## src/design/ppmq_pkg.sv

```systemverilog
// Package for the preemptive priority message queue: sizes, codes and the
// structs of the queue cells and top level; the checker uses sizes only.
// Depends on nothing.
package ppmq_pkg;

   localparam int QUEUE_DEPTH = 8;
   localparam int LEN_LIMIT   = 256;

   localparam int IDX_W    = $clog2(QUEUE_DEPTH);
   localparam int CNT_W    = $clog2(QUEUE_DEPTH + 1);
   localparam int TAG_W    = 16;
   localparam int LEVEL_W  = 8;
   localparam int LEN_W    = 9;
   localparam int FUNC_W   = 2;
   localparam int QCOUNT_W = 4;
   localparam int BASE_W   = 16;
   localparam int RATE_W   = 10;
   localparam int CSR_W    = 16;
   localparam int CSR_IDX_W = 1;
   localparam int PROD_W   = LEN_W + RATE_W;
   localparam int BUSY_W   = 24;

   localparam logic [BASE_W-1:0]  BASE_RESET    = BASE_W'(500);
   localparam logic [RATE_W-1:0]  RATE_RESET    = RATE_W'(150);
   localparam logic [LEVEL_W-1:0] IDLE_LEVEL    = LEVEL_W'(255);

   typedef enum logic [FUNC_W-1:0] {
      FUNC_SAY     = 2'd0,
      FUNC_SERVICE = 2'd1,
      FUNC_TICK    = 2'd2,
      FUNC_NOP     = 2'd3
   } func_type;

   typedef enum logic [CSR_IDX_W-1:0] {
      REG_BASE_MS     = 1'b0,
      REG_MS_PER_BYTE = 1'b1
   } csr_reg_type;

   typedef struct packed {
      logic [TAG_W-1:0]   tag;
      logic [LEVEL_W-1:0] level;
      logic [LEN_W-1:0]   len;
   } entry_type;

   // Running candidate handed from cell to cell during a scan.
   typedef struct packed {
      logic             valid;
      logic [IDX_W-1:0] idx;
      entry_type        best;
      entry_type        last;
   } cand_type;

   // Scan controls broadcast to every cell.
   typedef struct packed {
      logic             find_max;
      logic [CNT_W-1:0] count;
   } scan_type;

   // Write command broadcast to every cell.
   typedef struct packed {
      logic             en;
      logic [IDX_W-1:0] idx;
      entry_type        data;
   } wr_type;

   typedef struct packed {
      logic                accepted;
      logic                replaced;
      logic                started;
      logic                preempted;
      entry_type           play;
      logic                busy_res;
      logic [QCOUNT_W-1:0] queue_count;
   } res_type;

endpackage

```

## src/design/ppmq_cell.sv

```systemverilog
// One slot of the message table together with its stage of the scan chain.
// Depends on ppmq_pkg.
module ppmq_cell (
   input  logic                       clock,
   input  logic [ppmq_pkg::IDX_W-1:0] cell_index,
   input  ppmq_pkg::scan_type         scan,
   input  ppmq_pkg::wr_type           wr,
   input  ppmq_pkg::cand_type         cand_in,
   output ppmq_pkg::cand_type         cand_out
);

   ppmq_pkg::entry_type entry_ff;
   ppmq_pkg::cand_type  cand_ff;
   ppmq_pkg::cand_type  cand_in_next;
   logic                live;
   logic                better;
   logic                is_last;

   always_comb begin
      live    = ppmq_pkg::CNT_W'(cell_index) < scan.count;
      is_last = ppmq_pkg::CNT_W'(cell_index) == (scan.count - ppmq_pkg::CNT_W'(1));
      if (scan.find_max) begin
         better = entry_ff.level > cand_in.best.level;
      end else begin
         better = entry_ff.level < cand_in.best.level;
      end
      cand_in_next = cand_in;
      // Strict comparison keeps the first slot among equal levels.
      if (live && (!cand_in.valid || better)) begin
         cand_in_next.valid = 1'b1;
         cand_in_next.idx   = cell_index;
         cand_in_next.best  = entry_ff;
      end
      if (is_last) begin
         cand_in_next.last = entry_ff;
      end
   end

   always_ff @(posedge clock) begin
      cand_ff <= cand_in_next;
      if (wr.en && (wr.idx == cell_index)) begin
         entry_ff <= wr.data;
      end
   end

   assign cand_out = cand_ff;

endmodule

```

## src/design/preemptive_priority_message_queue_unit.sv

```systemverilog
// Top level of the preemptive priority message queue: control sequencer,
// playback timer, configuration registers and the row of table cells.
// Depends on ppmq_pkg and ppmq_cell.
//
// Usage
// The request channel (req_*) carries one item per handshake: a say item
// offers a message (tag, level, length), a service item tries to start the
// most urgent stored message, and a tick item counts the playback time down.
// Every item yields exactly one result item on the response channel (rsp_*).
// Configuration (base_ms, ms_per_byte) is to be written by the user through
// csr_we, csr_index and csr_wdata only while the block is idle; the block
// itself does not enforce this. Writes take effect at once.
// Ticks, appends, empty says, services on an empty table and the unused code
// go straight to the done state, which loads the result register. A say on a
// full table or a service scans the row of QUEUE_DEPTH cells first, then
// decides, and when a message starts it also passes the multiply state, as
// the playback time goes through a registered multiply. One item is worked
// on at a time: the next is taken only once the result is loaded and the
// block is back in idle.
// Reset empties the table, clears the playback timer, marks nothing playing
// and restores the configuration reset values; the table slots themselves
// are not cleared. A finished result sits in the output register until the
// receiver takes it, and the next item is accepted meanwhile; its own result
// then waits until that register is free.
module preemptive_priority_message_queue_unit (
   input  logic                             clock,
   input  logic                             reset,
   input  logic                             req_valid,
   output logic                             req_ready,
   input  logic [ppmq_pkg::FUNC_W-1:0]      req_func,
   input  logic [ppmq_pkg::TAG_W-1:0]       req_text_tag,
   input  logic [ppmq_pkg::LEVEL_W-1:0]     req_level,
   input  logic [ppmq_pkg::LEN_W-1:0]       req_text_len,
   output logic                             rsp_valid,
   input  logic                             rsp_ready,
   output logic                             rsp_accepted,
   output logic                             rsp_replaced,
   output logic                             rsp_started,
   output logic                             rsp_preempted,
   output logic [ppmq_pkg::TAG_W-1:0]       rsp_play_tag,
   output logic [ppmq_pkg::LEVEL_W-1:0]     rsp_play_prio,
   output logic [ppmq_pkg::LEN_W-1:0]       rsp_play_len,
   output logic                             rsp_busy_res,
   output logic [ppmq_pkg::QCOUNT_W-1:0]    rsp_queue_count,
   input  logic                             csr_we,
   input  logic [ppmq_pkg::CSR_IDX_W-1:0]   csr_index,
   input  logic [ppmq_pkg::CSR_W-1:0]       csr_wdata
);

   typedef enum logic [4:0] {
      ST_IDLE   = 5'b00001,
      ST_SCAN   = 5'b00010,
      ST_DECIDE = 5'b00100,
      ST_MULT   = 5'b01000,
      ST_DONE   = 5'b10000
   } state_type;

   state_type                          state_ff, state_in;
   logic [ppmq_pkg::IDX_W-1:0]         cnt_ff, cnt_in;
   ppmq_pkg::func_type                 func_ff, func_in;
   ppmq_pkg::entry_type                item_ff, item_in;
   logic [ppmq_pkg::CNT_W-1:0]         count_ff, count_in;
   logic [ppmq_pkg::BUSY_W-1:0]        busy_ff, busy_in;
   logic [ppmq_pkg::LEVEL_W-1:0]       playing_ff, playing_in;
   logic [ppmq_pkg::BASE_W-1:0]        base_ff, base_in;
   logic [ppmq_pkg::RATE_W-1:0]        rate_ff, rate_in;
   logic [ppmq_pkg::PROD_W-1:0]        prod_ff, prod_in;
   ppmq_pkg::res_type                  res_ff, res_in;
   ppmq_pkg::res_type                  rsp_ff, rsp_in;
   logic                               rsp_valid_ff, rsp_valid_in;

   ppmq_pkg::entry_type                req_entry;
   ppmq_pkg::scan_type                 scan;
   ppmq_pkg::wr_type                   wr;
   ppmq_pkg::cand_type                 chain [ppmq_pkg::QUEUE_DEPTH+1];
   ppmq_pkg::cand_type                 scan_end;
   logic                               accept;
   logic                               busy_now;

   // The head of the chain carries no candidate, so cell 0 always takes its
   // own slot when it is live.
   assign chain[0] = '0;
   assign scan_end = chain[ppmq_pkg::QUEUE_DEPTH];

   // Cells see the latched function and the count; both stay steady during
   // a scan, so the end of the chain has settled when the decide state reads it.
   assign scan.find_max = (func_ff == ppmq_pkg::FUNC_SERVICE);
   assign scan.count    = count_ff;

   for (genvar g = 0; g < ppmq_pkg::QUEUE_DEPTH; g++) begin : g_cell
      ppmq_cell u_cell (
         .clock      (clock),
         .cell_index (ppmq_pkg::IDX_W'(g)),
         .scan       (scan),
         .wr         (wr),
         .cand_in    (chain[g]),
         .cand_out   (chain[g+1])
      );
   end

   assign req_ready = (state_ff == ST_IDLE);
   assign accept    = req_valid && req_ready;
   assign busy_now  = (busy_ff != '0);

   // Incoming message with its length saturated at the length limit.
   always_comb begin
      req_entry.tag   = req_text_tag;
      req_entry.level = req_level;
      if (req_text_len > ppmq_pkg::LEN_W'(ppmq_pkg::LEN_LIMIT)) begin
         req_entry.len = ppmq_pkg::LEN_W'(ppmq_pkg::LEN_LIMIT);
      end else begin
         req_entry.len = req_text_len;
      end
   end

   always_comb begin
      state_in     = state_ff;
      cnt_in       = cnt_ff;
      func_in      = func_ff;
      item_in      = item_ff;
      count_in     = count_ff;
      busy_in      = busy_ff;
      playing_in   = playing_ff;
      base_in      = base_ff;
      rate_in      = rate_ff;
      prod_in      = prod_ff;
      res_in       = res_ff;
      rsp_in       = rsp_ff;
      rsp_valid_in = rsp_valid_ff;
      wr           = '0;

      if (csr_we) begin
         unique case (ppmq_pkg::csr_reg_type'(csr_index))
            ppmq_pkg::REG_BASE_MS:     base_in = csr_wdata[ppmq_pkg::BASE_W-1:0];
            ppmq_pkg::REG_MS_PER_BYTE: rate_in = csr_wdata[ppmq_pkg::RATE_W-1:0];
            default: ;
         endcase
      end

      if (rsp_valid_ff && rsp_ready) begin
         rsp_valid_in = 1'b0;
      end

      unique case (state_ff)
         ST_IDLE: begin
            if (accept) begin
               func_in  = ppmq_pkg::func_type'(req_func);
               item_in  = req_entry;
               cnt_in   = '0;
               res_in   = '0;
               state_in = ST_DONE;
               unique case (ppmq_pkg::func_type'(req_func))
                  ppmq_pkg::FUNC_SAY: begin
                     if (req_text_len != '0) begin
                        if (count_ff < ppmq_pkg::CNT_W'(ppmq_pkg::QUEUE_DEPTH)) begin
                           // Room left: append at the end of the table.
                           wr.en           = 1'b1;
                           wr.idx          = count_ff[ppmq_pkg::IDX_W-1:0];
                           wr.data         = req_entry;
                           count_in        = count_ff + ppmq_pkg::CNT_W'(1);
                           res_in.accepted = 1'b1;
                        end else begin
                           state_in = ST_SCAN;
                        end
                     end
                  end
                  ppmq_pkg::FUNC_SERVICE: begin
                     if (count_ff != '0) begin
                        state_in = ST_SCAN;
                     end
                  end
                  ppmq_pkg::FUNC_TICK: begin
                     if (busy_now) begin
                        busy_in = busy_ff - ppmq_pkg::BUSY_W'(1);
                     end
                  end
                  default: ;
               endcase
            end
         end

         ST_SCAN: begin
            cnt_in = cnt_ff + ppmq_pkg::IDX_W'(1);
            if (cnt_ff == ppmq_pkg::IDX_W'(ppmq_pkg::QUEUE_DEPTH - 1)) begin
               state_in = ST_DECIDE;
            end
         end

         ST_DECIDE: begin
            state_in = ST_DONE;
            if (func_ff == ppmq_pkg::FUNC_SAY) begin
               // Full table: displace the first lowest entry if strictly lower.
               if (item_ff.level > scan_end.best.level) begin
                  wr.en           = 1'b1;
                  wr.idx          = scan_end.idx;
                  wr.data         = item_ff;
                  res_in.accepted = 1'b1;
                  res_in.replaced = 1'b1;
               end
            end else if (!busy_now || (scan_end.best.level > playing_ff)) begin
               // Start the pick and refill its slot from the last entry.
               wr.en            = 1'b1;
               wr.idx           = scan_end.idx;
               wr.data          = scan_end.last;
               count_in         = count_ff - ppmq_pkg::CNT_W'(1);
               playing_in       = scan_end.best.level;
               res_in.started   = 1'b1;
               res_in.preempted = busy_now;
               res_in.play      = scan_end.best;
               prod_in          = ppmq_pkg::PROD_W'(scan_end.best.len) *
                                  ppmq_pkg::PROD_W'(rate_ff);
               state_in         = ST_MULT;
            end
         end

         ST_MULT: begin
            busy_in  = ppmq_pkg::BUSY_W'(base_ff) + ppmq_pkg::BUSY_W'(prod_ff);
            state_in = ST_DONE;
         end

         ST_DONE: begin
            if (!rsp_valid_ff || rsp_ready) begin
               rsp_in             = res_ff;
               rsp_in.busy_res    = busy_now;
               rsp_in.queue_count = ppmq_pkg::QCOUNT_W'(count_ff);
               rsp_valid_in       = 1'b1;
               state_in           = ST_IDLE;
            end
         end

         default: begin
            state_in = ST_IDLE;
         end
      endcase
   end

   always_ff @(posedge clock) begin
      if (reset) begin
         state_ff     <= ST_IDLE;
         count_ff     <= '0;
         busy_ff      <= '0;
         playing_ff   <= ppmq_pkg::IDLE_LEVEL;
         base_ff      <= ppmq_pkg::BASE_RESET;
         rate_ff      <= ppmq_pkg::RATE_RESET;
         rsp_valid_ff <= 1'b0;
         cnt_ff       <= '0;
      end else begin
         state_ff     <= state_in;
         count_ff     <= count_in;
         busy_ff      <= busy_in;
         playing_ff   <= playing_in;
         base_ff      <= base_in;
         rate_ff      <= rate_in;
         rsp_valid_ff <= rsp_valid_in;
         cnt_ff       <= cnt_in;
      end
   end

   always_ff @(posedge clock) begin
      func_ff <= func_in;
      item_ff <= item_in;
      prod_ff <= prod_in;
      res_ff  <= res_in;
      rsp_ff  <= rsp_in;
   end

   assign rsp_valid       = rsp_valid_ff;
   assign rsp_accepted    = rsp_ff.accepted;
   assign rsp_replaced    = rsp_ff.replaced;
   assign rsp_started     = rsp_ff.started;
   assign rsp_preempted   = rsp_ff.preempted;
   assign rsp_play_tag    = rsp_ff.play.tag;
   assign rsp_play_prio   = rsp_ff.play.level;
   assign rsp_play_len    = rsp_ff.play.len;
   assign rsp_busy_res    = rsp_ff.busy_res;
   assign rsp_queue_count = rsp_ff.queue_count;

endmodule

```

## config.mk

```make
export PLATFORM = sky130hd
export DESIGN_NAME = preemptive_priority_message_queue_unit
export DESIGN_NICKNAME = d
export VERILOG_FILES = /design/src/design/ppmq_pkg.sv /design/src/design/ppmq_cell.sv /design/src/design/preemptive_priority_message_queue_unit.sv
export SDC_FILE = /design/constraint.sdc
export NUM_CORES = 1
export LEC_CHECK = 0
export BUFFER_PORTS_ARGS = -buffer_cell sky130_fd_sc_hd__clkbuf_2
export CORE_MARGIN = 8
export CORE_UTILIZATION = 55
export DETAILED_ROUTE_END_ITERATION = 10
export PLACE_DENSITY = 0.68
export SLEW_MARGIN = 20
export SYNTH_ARGS = -nofsm -noshare
export SYNTH_HDL_FRONTEND = slang
export SYNTH_HIERARCHICAL = 1
export SYNTH_SLANG_ARGS = --single-unit
```

## constraint.sdc

```tcl
create_clock -name clock -period 13.3 [get_ports clock]
set_input_delay 2.66 -clock clock [delete_from_list [all_inputs] [get_ports clock]]
set_output_delay 2.66 -clock clock [all_outputs]
set_load 0.02 [all_outputs]
```

==> results.sh <==
export IMPL_crit_arrival_ps=5460
export IMPL_critPathKind="primary input to register"
export IMPL_hold_ws_ps=416.8
export IMPL_route_vias_total=23110
export IMPL_fmax_ghz=0.1930
export IMPL_fin_area_mm2=0.04842
export IMPL_min_to="rsp_accepted$_DFFE_PP_"
export IMPL_cp_start_kind="primary input"
export IMPL_min_path_cells=0
export IMPL_clockBufferDepth=3
export IMPL_final_cells=4471
export IMPL_setup_tns_ps=0
export IMPL_outcome="finished, final reports clean"
export IMPL_cpPeakStageDelay_ps=510
export IMPL_cts_reportedPaths_clkPinSlew_ps=60
export IMPL_grt_pass1_wl_um=132400
export IMPL_areaGrowthSynthToFinish_pct=11.41
export IMPL_crit_family="buffers and inverters"
export IMPL_port_buffers=100
export IMPL_core_area_mm2=0.07861
export IMPL_n_fill_cell=5968
export IMPL_power_leakage_nw=21.61
export IMPL_drv_slew=0
export IMPL_cts_resized=0
export IMPL_hold_class="register to register"
export IMPL_finalSetupViolCount=0
export IMPL_antenna_found_initial=0
export IMPL_final_nets=3625
export IMPL_r2r_end="prod_ff[18]$_DFFE_PP_"
export IMPL_grt_max_degree=67
export IMPL_post_cts_buffers=0
export IMPL_relSlewSlack=0.2395
export IMPL_seqCellArea_mm2=0.02453
export IMPL_cellPowerDensity_mw_per_mm2=222.8
export IMPL_rsz0062_at_grt="false"
export IMPL_layout_commonest_cell="dfxtp_1"
export IMPL_cts_max_level=3
export IMPL_min_delay_start="res_ff[41]$_SDFFCE_PP1P_"
export IMPL_crit_buf_inv=3
export IMPL_max_vdd_ir_drop_mv=0.2265
export IMPL_num_antenna_cells=0
export IMPL_die_w_um=297.1
export IMPL_cp_slowest_cell="a22o_1"
export IMPL_fp_row_count=103
export IMPL_ant_nets=0
export IMPL_dpl_hpwl_um=59770
export IMPL_root_buffer="clkbuf_16"
export IMPL_io_pins=101
export IMPL_track_usage=0.1848
export IMPL_first_pass_iters=7
export IMPL_routed_via_density=5.168
export IMPL_reg2reg_from="rate_ff[5]$_SDFFE_PP0P_"
export IMPL_period_share=0.3896
export IMPL_layout_common_cells="dfxtp_1, mux2_4, edfxtp_1, inv_1, ha_1"
export IMPL_wl_per_cell_um=18.69
export IMPL_drtIter0Drc=1202
export IMPL_syn_avg_cell_area_um2=14.20
export IMPL_syn_area_mm2=0.04346
export IMPL_holdBufCountCts=0
export IMPL_clkLatencyLatePin_ps=640
export IMPL_multiInputGateArea_mm2=0.01759
export IMPL_dieArea_mm2=0.08827
export IMPL_numClockSinks=1027
export IMPL_routabilityCongestion=0.8679
export IMPL_endpoint_kind="register"
export IMPL_wl_um=83580
export IMPL_syn_inst=3061
export IMPL_r2r_slack_ps=8470
export IMPL_grt_pass1_vias=24480
export IMPL_drv_cap=0
export IMPL_layout_drive_gt1_share=0.2645
export IMPL_placedCellCount=4288
export IMPL_placed_area_mm2=0.04511
export IMPL_route_detailed_drc=0
export IMPL_crit_top_cell="buf_4"
export IMPL_yosys_warnings=6
export IMPL_r2r_cells=16
export IMPL_start_util=0.5528
export IMPL_skew_ps=16.18
export IMPL_crit_chain="clkbuf_2 > or3_1 > a31o_2 > nor2_2 > buf_4 > a22o_1 > xnor2_1 > nand2_1 > nor3_2 > buf_4"
export IMPL_hold_viol=0
export IMPL_cts_tree="done"
export IMPL_overflow=0
export IMPL_crit_path_max_fanout=33
export IMPL_period_needed_ps=5182
export IMPL_p_total_mw=10.79
export IMPL_critPathRequiredTime_ps=13570
export IMPL_chipHeight_um=297.1
export IMPL_tightest_slew_ps=1141
export IMPL_cts_made_buffers=97
==> worst max-delay path by stage <==
| stage | depth (start not counted) | start | slack, ps | end |
|---|---|---|---|---|
| 4_1_cts | 10 | req_func[1] | 8170 | g_cell[2].u_cell/entry_ff[17]$_DFFE_PP_ |
| 6_report | 10 | req_func[1] | 8120 | g_cell[2].u_cell/entry_ff[18]$_DFFE_PP_ |
| 3_3_place_gp | 10 | req_func[1] | 7620 | g_cell[2].u_cell/entry_ff[22]$_DFFE_PP_ |
| 3_5_place_dp | 10 | req_func[1] | 7490 | g_cell[2].u_cell/entry_ff[22]$_DFFE_PP_ |
| 2_1_floorplan | 8 | req_func[1] | 6250 | g_cell[2].u_cell/entry_ff[0]$_DFFE_PP_ |
| 5_1_grt | 10 | req_func[1] | 8020 | g_cell[2].u_cell/entry_ff[17]$_DFFE_PP_ |
==> cell type report <==
cell class / instances / area share
sequential: 1027 / 0.5067
multi-input combinational: 1830 / 0.3634
clock buffer: 145 / 0.05949
tap: 1050 / 0.02713
inverter: 250 / 0.01938
timing repair buffer: 131 / 0.01514
clock inverter: 38 / 0.008786
==> power by group <==
group / leakage (nW) / internal (mW) / switching [mW] / total (mW)
sequential: 9.01 / 4.10 / 0.328 / 4.43
combinational: 11.0 / 1.82 / 1.76 / 3.58
clock: 1.63 / 1.64 / 1.14 / 2.78
==> per-stage QoR <==
step / utilization / worst slack [ps]
after floorplan: - / 6247
after global placement: 0.5738 / 7618
after detailed placement: 0.5738 / 7493
after CTS: 0.6159 / 8173
after global routing: 0.6159 / 8015
final: 0.6159 / 8118
==> sequential cells by signal (all words and copies together) (netlist names) <==
| signal | count |
|---|---|
| base_ff | 16 |
| busy_ff | 24 |
| cnt_ff | 3 |
| count_ff | 4 |
| func_ff | 2 |
| g_cell.u_cell/cand_out | 559 |
| g_cell.u_cell/entry_ff | 264 |
| item_ff | 33 |
| playing_ff | 8 |
| prod_ff | 19 |
| rate_ff | 10 |
| res_ff | 37 |
| rsp_accepted | 1 |
| rsp_busy_res | 1 |
| rsp_play_len | 9 |
| rsp_play_prio | 8 |
| rsp_play_tag | 16 |
| rsp_preempted | 1 |
| rsp_queue_count | 4 |
| rsp_replaced | 1 |
| rsp_started | 1 |
| rsp_valid | 1 |
| state_ff | 5 |
==> layer usage <==
| metal | vias to the layer above | routed length [um] | track usage | part of all wire |
|---|---|---|---|---|
| li1 | 11150 | - | - | - |
| met1 | 11390 | 36510 | 0.2290 | 0.44 |
| met2 | 422 | 41620 | 0.3268 | 0.50 |
| met3 | 147 | 2989 | 0.02699 | 0.036 |
| met4 | 0 | 2461 | 0.06677 | 0.029 |
| met5 | - | 0 | 0 | 0 |
(Power assumes the default switching activity.)
